==> src/rtl/pwmdfs_pkg.sv <==
// shared types and constants for the pwm divider factor search
// no dependencies; imported by the top level and its checker
package pwmdfs_pkg;

    localparam int COUNTER_MAX_DEF = 65535;

    localparam int RATIO_W = 32;
    localparam int DUTY_W  = 20;
    localparam int PHASE_W = 32;
    localparam int IN_W    = 88;

    localparam int PSC_W   = 16;
    localparam int ARR_W   = 16;
    localparam int CMP_W   = 20;
    localparam int START_W = 16;
    localparam int ERR_W   = 32;
    localparam int OUT_W   = 104;

    localparam int DUTY_SCALE = 100000;
    localparam int ROUND_HALF = 50000;

    localparam logic [ERR_W-1:0] ERR_NONE = '1;

    typedef enum logic [2:0] {
        ST_IDLE,
        ST_DIV_INIT,
        ST_SEARCH,
        ST_MUL,
        ST_DIV_CMP,
        ST_DIV_START,
        ST_OUT
    } state_t;

endpackage

==> src/rtl/pwm_divider_factor_search.sv <==
// pwm divider factor search: prescaler/reload pair, compare and start count
// uses pwmdfs_pkg; one bit-serial restoring divider shared by three divides
//
//  channel | dir | handshake          | word
//  s_*     | in  | s_tvalid/s_tready  | ratio, duty, phase
//  m_*     | out | m_tvalid/m_tready  | prescaler, reload, compare, start, error
//
// a word runs the first divide, the reload search, the duty multiply and two
// more divides; divides are DW bits, the multiply CW; DW = 37 and CW = 16 at default
// the search steps one reload factor a cycle and ends at an exact match, once
// the quotient reaches the reload or at reload factor 2, at most COUNTER_MAX - 1 steps
// s_tready is high only while idle; a finished word waits in the output register
// while the next word is taken; rst_n clears state and the output valid
module pwm_divider_factor_search
    import pwmdfs_pkg::*;
#(
    parameter int COUNTER_MAX = COUNTER_MAX_DEF
)
(
    input  logic             clk,
    input  logic             rst_n,
    input  logic             s_tvalid,
    output logic             s_tready,
    // division_ratio[31:0], duty_milli_percent[51:32], phase_ticks[83:52]
    input  logic [IN_W-1:0]  s_tdata,
    output logic             m_tvalid,
    input  logic             m_tready,
    // prescaler_value[15:0], reload_value[31:16], compare_value[51:32],
    // start_count[67:52], match_error[99:68]
    output logic [OUT_W-1:0] m_tdata
);

    localparam int CW   = $clog2(COUNTER_MAX + 1);
    localparam int DW   = (CW + 21 > RATIO_W) ? CW + 21 : RATIO_W;
    localparam int DVW  = (CW > 17) ? CW : 17;
    localparam int CNTW = $clog2(DW);

    state_t state_reg, state_next;

    logic [DW-1:0]      div_acc_reg, div_acc_next;
    logic [DVW-1:0]     div_rem_reg, div_rem_next;
    logic [DVW-1:0]     div_dvs_reg, div_dvs_next;
    logic [CNTW-1:0]    cnt_reg, cnt_next;
    logic [DUTY_W-1:0]  duty_reg, duty_next;
    logic [PHASE_W-1:0] phase_reg, phase_next;
    logic [CW-1:0]      r_reg, r_next;
    logic [CW:0]        q_reg, q_next;
    logic [CW-1:0]      rem_reg, rem_next;
    logic               found_reg, found_next;
    logic [CW-1:0]      best_reg, best_next;
    logic [CW-1:0]      psc_reg, psc_next;
    logic [CW-1:0]      arr_reg, arr_next;
    logic [CW-1:0]      mplier_reg, mplier_next;
    logic [CMP_W-1:0]   cmp_reg, cmp_next;
    logic               m_tvalid_reg, m_tvalid_next;
    logic [OUT_W-1:0]   m_tdata_reg, m_tdata_next;

    // divider step
    logic [DVW:0]       trial;
    logic               trial_ge;
    logic               div_last;
    logic               mul_last;

    // search step
    logic               q_ge_r;
    logic               cand;
    logic               better;
    logic               exact;
    logic               r_last;
    logic               search_stop;
    logic               init_none;
    logic [CW-1:0]      rm1;
    logic [CW:0]        step_sum;
    logic [CW:0]        rm1_x2;
    logic               out_free;

    assign trial    = {div_rem_reg, div_acc_reg[DW-1]};
    assign trial_ge = trial >= {1'b0, div_dvs_reg};
    assign div_last = cnt_reg == CNTW'(DW - 1);
    assign mul_last = cnt_reg == CNTW'(CW - 1);

    assign q_ge_r      = q_reg >= {1'b0, r_reg};
    assign cand        = !q_ge_r && (q_reg != '0);
    assign better      = cand && (!found_reg || (rem_reg < best_reg));
    assign exact       = better && (rem_reg == '0);
    assign r_last      = r_reg == CW'(2);
    assign search_stop = q_ge_r || exact || r_last;
    assign init_none   = {div_acc_reg[DW-2:0], trial_ge} >= DW'(COUNTER_MAX);
    assign rm1         = r_reg - CW'(1);
    assign step_sum    = {1'b0, rem_reg} + q_reg;
    assign rm1_x2      = {rm1, 1'b0};
    assign out_free    = !m_tvalid_reg || m_tready;

    assign s_tready = state_reg == ST_IDLE;
    assign m_tvalid = m_tvalid_reg;
    assign m_tdata  = m_tdata_reg;

    // next state
    always_comb
    begin
        state_next = state_reg;
        unique case (state_reg)
            ST_IDLE:
            begin
                if (s_tvalid)
                    state_next = ST_DIV_INIT;
            end
            ST_DIV_INIT:
            begin
                if (div_last)
                    state_next = init_none ? ST_MUL : ST_SEARCH;
            end
            ST_SEARCH:
            begin
                if (search_stop)
                    state_next = ST_MUL;
            end
            ST_MUL:
            begin
                if (mul_last)
                    state_next = ST_DIV_CMP;
            end
            ST_DIV_CMP:
            begin
                if (div_last)
                    state_next = ST_DIV_START;
            end
            ST_DIV_START:
            begin
                if (div_last)
                    state_next = ST_OUT;
            end
            ST_OUT:
            begin
                if (out_free)
                    state_next = ST_IDLE;
            end
            default:
            begin
                state_next = ST_IDLE;
            end
        endcase
    end

    // datapath and outputs
    always_comb
    begin
        div_acc_next  = {div_acc_reg[DW-2:0], trial_ge};
        div_rem_next  = trial_ge ? DVW'(trial - {1'b0, div_dvs_reg}) : trial[DVW-1:0];
        div_dvs_next  = div_dvs_reg;
        cnt_next      = cnt_reg + CNTW'(1);
        duty_next     = duty_reg;
        phase_next    = phase_reg;
        r_next        = r_reg;
        q_next        = q_reg;
        rem_next      = rem_reg;
        found_next    = found_reg;
        best_next     = best_reg;
        psc_next      = psc_reg;
        arr_next      = arr_reg;
        mplier_next   = mplier_reg;
        cmp_next      = cmp_reg;
        m_tvalid_next = m_tvalid_reg && !m_tready;
        m_tdata_next  = m_tdata_reg;

        unique case (state_reg)
            ST_IDLE:
            begin
                div_acc_next = DW'(s_tdata[RATIO_W-1:0]);
                div_rem_next = '0;
                div_dvs_next = DVW'(COUNTER_MAX);
                cnt_next     = '0;
                duty_next    = s_tdata[RATIO_W +: DUTY_W];
                phase_next   = s_tdata[RATIO_W + DUTY_W +: PHASE_W];
                found_next   = 1'b0;
                best_next    = '0;
                psc_next     = '0;
                arr_next     = CW'(1);
            end
            ST_DIV_INIT:
            begin
                if (div_last)
                begin
                    r_next      = CW'(COUNTER_MAX);
                    q_next      = div_acc_next[CW:0];
                    rem_next    = div_rem_next[CW-1:0];
                    mplier_next = CW'(2);
                    if (init_none)
                    begin
                        div_acc_next = '0;
                        cnt_next     = '0;
                    end
                end
            end
            ST_SEARCH:
            begin
                if (better)
                begin
                    found_next = 1'b1;
                    best_next  = rem_reg;
                    psc_next   = q_reg[CW-1:0] - CW'(1);
                    arr_next   = rm1;
                end
                mplier_next  = better ? r_reg : arr_reg + CW'(1);
                div_acc_next = '0;
                cnt_next     = '0;
                r_next       = rm1;
                if (step_sum >= rm1_x2)
                begin
                    q_next   = q_reg + (CW+1)'(2);
                    rem_next = CW'(step_sum - rm1_x2);
                end
                else if (step_sum >= {1'b0, rm1})
                begin
                    q_next   = q_reg + (CW+1)'(1);
                    rem_next = CW'(step_sum - {1'b0, rm1});
                end
                else
                begin
                    rem_next = step_sum[CW-1:0];
                end
            end
            ST_MUL:
            begin
                div_acc_next = {div_acc_reg[DW-2:0], 1'b0}
                             + (mplier_reg[CW-1] ? DW'(duty_reg) : DW'(0));
                mplier_next  = {mplier_reg[CW-2:0], 1'b0};
                if (mul_last)
                begin
                    div_acc_next = div_acc_next + DW'(ROUND_HALF);
                    div_rem_next = '0;
                    div_dvs_next = DVW'(DUTY_SCALE);
                    cnt_next     = '0;
                end
            end
            ST_DIV_CMP:
            begin
                if (div_last)
                begin
                    cmp_next     = div_acc_next[CMP_W-1:0];
                    div_acc_next = DW'(phase_reg);
                    div_rem_next = '0;
                    div_dvs_next = DVW'(psc_reg) + DVW'(1);
                    cnt_next     = '0;
                end
            end
            ST_DIV_START:
            begin
                cnt_next = div_last ? '0 : cnt_reg + CNTW'(1);
            end
            ST_OUT:
            begin
                div_acc_next = div_acc_reg;
                div_rem_next = div_rem_reg;
                cnt_next     = cnt_reg;
                if (out_free)
                begin
                    m_tvalid_next = 1'b1;
                    m_tdata_next  = {4'b0,
                                     found_reg ? ERR_W'(best_reg) : ERR_NONE,
                                     div_acc_reg[START_W-1:0],
                                     cmp_reg,
                                     ARR_W'(arr_reg),
                                     PSC_W'(psc_reg)};
                end
            end
            default:
            begin
                cnt_next = '0;
            end
        endcase
    end

    always_ff @(posedge clk or negedge rst_n)
    begin
        if (!rst_n)
        begin
            state_reg    <= ST_IDLE;
            m_tvalid_reg <= 1'b0;
        end
        else
        begin
            state_reg    <= state_next;
            m_tvalid_reg <= m_tvalid_next;
        end
    end

    always_ff @(posedge clk)
    begin
        div_acc_reg <= div_acc_next;
        div_rem_reg <= div_rem_next;
        div_dvs_reg <= div_dvs_next;
        cnt_reg     <= cnt_next;
        duty_reg    <= duty_next;
        phase_reg   <= phase_next;
        r_reg       <= r_next;
        q_reg       <= q_next;
        rem_reg     <= rem_next;
        found_reg   <= found_next;
        best_reg    <= best_next;
        psc_reg     <= psc_next;
        arr_reg     <= arr_next;
        mplier_reg  <= mplier_next;
        cmp_reg     <= cmp_next;
        m_tdata_reg <= m_tdata_next;
    end

endmodule

==> config.mk <==
export PLATFORM = sky130hd
export DESIGN_NAME = pwm_divider_factor_search
export DESIGN_NICKNAME = d
export VERILOG_FILES = /design/src/rtl/pwmdfs_pkg.sv /design/src/rtl/pwm_divider_factor_search.sv
export SDC_FILE = /design/constraint.sdc
export NUM_CORES = 1
export LEC_CHECK = 0
export ABC_AREA = 1
export CAP_MARGIN = 10
export CORE_ASPECT_RATIO = 0.8
export CORE_MARGIN = 8
export CORE_UTILIZATION = 50
export DETAILED_ROUTE_END_ITERATION = 8
export DONT_BUFFER_PORTS = 1
export GPL_TIMING_DRIVEN = 0
export PLACE_DENSITY = 0.65
export SETUP_SLACK_MARGIN = 0.4
export SYNTH_ARGS = -nofsm -noshare
export SYNTH_HDL_FRONTEND = slang
export SYNTH_SLANG_ARGS = --single-unit
==> constraint.sdc <==
create_clock -name clk -period 9.5 [get_ports clk]
set_input_delay 0 -clock clk [delete_from_list [all_inputs] [get_ports clk]]
set_output_delay 0 -clock clk [all_outputs]
set_load 0.05 [all_outputs]
# Word level (Yosys, flattened, before mapping)
# Cells that the tools add are included.
[classes]
n_addsub = 13
magnitude_cmp = 6
n_eq_ne = 18
n_mux = 51
n_reduce_logical = 28
[op_table]
columns = ["op", "n"]
rows = [
  ["case mux 37 bit (6 select lines)", 1],
  ["case mux 16 bit (2 select lines)", 5],
  ["two-way mux 37 bit", 4],
  ["two-way mux 16 bit", 9],
  ["two-way mux 17 bit", 8],
  ["case mux 17 bit (4 select lines)", 1],
  ["case mux 17 bit (3 select lines)", 1],
  ["case mux 16 bit (3 select lines)", 1],
  ["adder 37 x 16 -> 37 bit, second input constant", 1],
  ["adder 37 x 20 -> 37 bit", 1],
  ["greater-or-equal comparator 37 x 16 -> 1 bit, second input constant", 1],
  ["greater-or-equal comparator 17 x 16 -> 1 bit", 2],
  ["case mux 17 bit (2 select lines)", 1],
  ["two-way mux 32 bit", 1],
  ["subtractor 16 x 1 -> 16 bit, second input constant", 2],
  ["subtractor 16 bit", 2],
  ["two-way mux 6 bit", 4],
  ["case mux 6 bit (4 select lines)", 1],
  ["two-way mux 3 bit", 7],
  ["case mux 3 bit (7 select lines)", 1],
  ["two-way mux 20 bit", 1],
  ["greater-or-equal comparator 18 x 17 -> 1 bit", 1],
  ["adder 16 x 1 -> 17 bit, second input constant", 1],
  ["adder 16 x 17 -> 17 bit", 1],
  ["other kinds (29)", 58],
]
[totals]
regBits = 367
input_bits = 92
out_inout_bits = 106
elab_cells = 135

# Logic depth before layout (Yosys ltp)
[logic_depth]
ltp_word = 9
ltp_mapped = 25
depth_no_buf = 24

# Worst setup path before layout
# Ideal clock, no wire load.
[synth_timing]
kind = "reg2reg"
start = "reg state_reg[0]"
end = "reg m_tdata_reg[0] (netlist: m_tdata[0]), enable pin"
setup_ps = 529
arrival_time_ps = 6182
required_time_ps = 8971
path_slack_ps = 2790
path_stages_with_launch = 4
path_buffers = 0
synth_period_minus_slack_ps = 6710
path_cell_list = "dfrtp_1 > inv_1 > nand3_1 > nor2_1"
[synth_via]
elab_chain_cells = 2
[synth_rtl]
columns = ["item", "line", "source"]
rows = [
  ["start, declared", "pwm_divider_factor_search.sv:38", "state_t state_reg, state_next;"],
  ["start signal, assigned", "pwm_divider_factor_search.sv:283", "state_reg <= state_next;"],
  ["== test 3 bit", "pwm_divider_factor_search.sv:166", "unique case (state_reg)"],
  ["AND reduction 2 bit (no line)", "--", ""],
  ["end signal, assigned", "pwm_divider_factor_search.sv:305", "m_tdata_reg <= m_tdata_next;"],
  ["end, declared", "pwm_divider_factor_search.sv:56", "logic [OUT_W-1:0] m_tdata_reg, m_tdata_next;"],
]
# No other way between the ends.
# A chain may end at the register's enable or synchronous reset.

# Worst setup path in the final report
[layout_timing]
start = "reg q_reg[0]"
end = "reg q_reg[15], enable pin"
[layout_via]
elab_chain_cells = 4
word_cells_on_any_way = 5
classes_between = "add/sub (1); order compare (2); eq/ne (1); reduce/logical (1)"
[layout_rtl]
columns = ["item", "line", "source"]
rows = [
  ["start, declared", "pwm_divider_factor_search.sv:47", "logic [CW:0] q_reg, q_next;"],
  ["start signal, assigned", "pwm_divider_factor_search.sv:297", "q_reg <= q_next;"],
  ["adder 16 x 17 -> 17 bit *", "pwm_divider_factor_search.sv:90", "assign step_sum = {1'b0, rem_reg} + q_reg;"],
  ["greater-or-equal comparator 17 bit or greater-or-equal comparator 17 x 16 -> 1 bit (tied branches)", "pwm_divider_factor_search.sv:208, pwm_divider_factor_search.sv:213", ""],
  ["!= test 3 bit (no line) *", "--", ""],
  ["AND reduction 3 bit (no line) *", "--", ""],
]
# Every way passes the cells marked *; elsewhere a longest branch is shown, timed or not.

==> results.md <==
* Post-detailed-route via-to-cell ratio at 5.74
* Synth unique cells at 63
* CP cell instances: ha_1, inv_1, fa_1, o21ai_0, a21oi_1, o21bai_1, nand3_1, nand2_1, xor2_1, ha_1, a21oi_1, o21ai_0, a21oi_1, o21ai_0, nand2_1, nand2_1, a211oi_2, nand3_1, o21ai_0, inv_1
* Clock slew at reported path FFs at 0.07 ns
* DP Wirelength at 59.7 mm
* I/O pins at 198
* Worst Tran Pin Value at 1.02 ns
* Die Y at 206 um
* Post-synth EDFFs at 348
* Register area share after synthesis at 0.466
* Leak pwr at 11.2 nW
* Post-Syn Area at 22700 sq um
* Critical path's top delay family: compound AO/OA/AOI/OAI gates
* WP buf/inv at 2
* Number of H-tree levels at 2
* Vias in the first global route at 18500
* Gr ovfl total at 0
* Biggest cell delay along the critical path at 0.58 ns
* Slowest cell on the critical path: edfxtp_1
* Resized cells post-CTS at 0
* Die area at 52400 sq um
* Share of the synthesized area in the top cell type at 0.461
* Clock skew at 0.0335 ns
* FP Rows at 69
* Async SR Flop Fraction at 0.0114
* Clock Tree Buf Depth at 3
* Hold slack at 0.0371 ns
* Clk Latency, worst-skew pair at 0.59 ns
* CP Data Arrival Time at 5.96 ns
* CP dominant cell by count: o21ai_0
* P&R area growth vs syn at 13.9%
* Detail-routed net length per standard cell at 22.2 um
* Drt initial violations at 2315
* Routed WL at 76.8 mm
* Total vias in the final route at 19800
* Fraction of layout cells with a size suffix above 1 at 0.0705
* Residual DRC at 0
* Mean Syn Cell Area at 8.45 sq um
* Storage element area at 10600 sq um
* Setup crit end kind: flop
* Outcome: completed
* Startpoint Class: flop
* CTS sink count at 352
* Critical path class: reg2reg
* Required @ worst endpoint at 9.71 ns
* Synthesized instance count at 2681
* Minimum clock period after layout at 5.75 ns
* Antenna-violating nets left at 0
* Post-synth top cells: 675 x nand2_1, 360 x inv_1, 348 x edfxtp_1, 234 x nor2_1, 165 x nand3_1
* Dpl ws at 3.99 ns
* Leading area contributor after synthesis: edfxtp_1
* Buffers on Ports at 0
* Die W at 254 um
* Flop2flop setup slack at 3.75 ns
* Multi-input gate area at 10300 sq um
* Final net count at 3045
* Antenna diode count at 0
* Root buffer cell: clkbuf_16
* Final RePlAce weighted congestion at 1.00
* Pwr Density at 395 nW/um^2
* # fillers at 4086
* Starting utilization of the core area at 0.509
* Most common cell in the netlist: nand2_1
* CTS Buf Count at 38
* Peak supply drop at 0.214 mV
* Drt pass-1 iters at 6
* Fin crit share at 0.605
* Seq cells post-synth at 352
* Pin count of the biggest net entering global routing at 51
* First-pass GRT wire length at 115 mm
* CTS tree: done
* Max-Cap Viols at 0
* Synth warn at 0
* Max FFs per register at 85
* Max-slew violation count at 0
* Core area at 44500 sq um
* GRT Util Overall at 0.289
* Synth area leaders: edfxtp_1 46%, nand2_1 11%, ha_1 7.0%
* Unrepaired setup endpoints after global routing: no
* Initial antenna violation count at 0
* Fin. Hold Viols at 0
* Hold Path Class: in2reg
* Max Fclk at 0.174 GHz
* Top_reg_cell synth: edfxtp_1
* # setup viols final at 0
* Worst-path maximum fanout at 16
* Final worst setup slack at 3.75 ns
* Slew HR at 0.318
==> layout make-up <==
type                       count  area share
clock buffer                  38      0.0368
buffer                        83      0.0174
sequential                   352       0.409
inverter                     371      0.0539
timing repair buffer          97      0.0403
tap                          603      0.0292
multi-input combinational   1878       0.399
clock inverter                32      0.0144
==> routing by layer <==
layer | track usage | vias to the layer above | wire length (um)
met2 | 0.417 | 929 | 31500
met3 | 0.0544 | 110 | 7520
met5 | 0 | - | 0
met1 | 0.443 | 9484 | 36300
li1 | - | 9314 | -
met4 | 0.0647 | 0 | 1560
==> placed cells by master, fill, tap and decap left out, types with 11 or more instances in the layout <==
| cell type | synthesis | layout |
|---|---|---|
| nor2_1 | 234 | 233 |
| nand4_1 | 74 | 74 |
| inv_1 | 360 | 359 |
| nand3_1 | 165 | 164 |
| buf_4 | 26 | 26 |
| edfxtp_1 | 348 | 348 |
| nor3_1 | 36 | 35 |
| nor4_1 | 15 | 15 |
| clkbuf_1 | 36 | 35 |
| xor2_1 | 75 | 75 |
| xnor2_1 | 33 | 33 |
| o21ai_0 | 114 | 114 |
| nand2_2 | 18 | 19 |
| a21oi_1 | 138 | 138 |
| dlygate4sd3_1 | 0 | 88 |
| buf_2 | 17 | 17 |
| inv_2 | 11 | 12 |
| nand3b_1 | 13 | 13 |
| clkbuf_16 | 0 | 38 |
| nand2_1 | 675 | 674 |
| o211ai_1 | 12 | 12 |
| nor2_2 | 11 | 11 |
| ha_1 | 127 | 127 |
| nand3_2 | 12 | 12 |
| o21ai_1 | 16 | 16 |
==> where the power goes <==
group          total, mW  leakage, nW  switching (mW)  internal, mW
registers           3.09         3.35           0.585          2.51
logic               5.52         7.23            3.83          1.69
clock network       1.57        0.646           0.683         0.890
==> final timing paths <==
| kind | startpoint | endpoint | depth (start not counted) |
|---|---|---|---|
| worst min-delay path | s_tdata[55] | phase_reg[3] | 1 |
| worst max-delay path | q_reg[0] | q_reg[15] | 20 |
| worst max register to register | q_reg[0] | q_reg[15] | 20 |
| worst min register to register | cmp_reg[19] | m_tdata[51] | 0 |
| min in group asynchronous | rst_n | m_tvalid | 2 |
| max in group asynchronous | rst_n | state_reg[2] | 2 |
==> through the flow <==
step | power [mW] | instance area (sq um) | utilization | instances | TNS, ns
4_1_cts | 10.0 | 25800 | 0.579 | 3453 | 0
5_1_grt | 10.9 | 25800 | 0.580 | 3454 | 0
3_5_place_dp | 8.40 | 23600 | 0.530 | 3295 | 0
2_1_floorplan | 6.62 | 22700 | - | 2684 | 0
3_3_place_gp | 8.31 | 23400 | 0.526 | 3287 | -66.54
6_report | 10.2 | 25800 | 0.580 | 3454 | 0
==> logic make-up (layout without fill, tap and decap cells) <==
logic type,Yosys count,in the layout,share of synthesized area
other,1,4,0.000165
muxes,1,1,0.000442
xor gates and xnor gates,108,108,0.0417
AOI/OAI and AO/OA,353,353,0.0895
adders and majority gates,132,132,0.0745
buffers and inverters,454,621,0.0811
DFF,352,352,0.466
and+or+nand+nor,1280,1280,0.247
==> what timing repair did <==
| action | CTS | global route |
|---|---|---|
| setup buffers | 0 | 0 |
| hold endpoints to repair | 101 | 0 |
| hold buffers | 88 | 0 |
==> worst reg2reg max path: cells and delay by family, from the launching register on <==
family / cells / cell delay [ns]
buffers and inverters: 2 / 0.40
DFF: 1 / 0.58
adders and majority gates: 3 / 1.02
and+or+nand+nor: 5 / 0.81
xor gates and xnor gates: 1 / 0.53
AOI/OAI and AO/OA: 9 / 2.04
(Power assumes the default switching activity.)
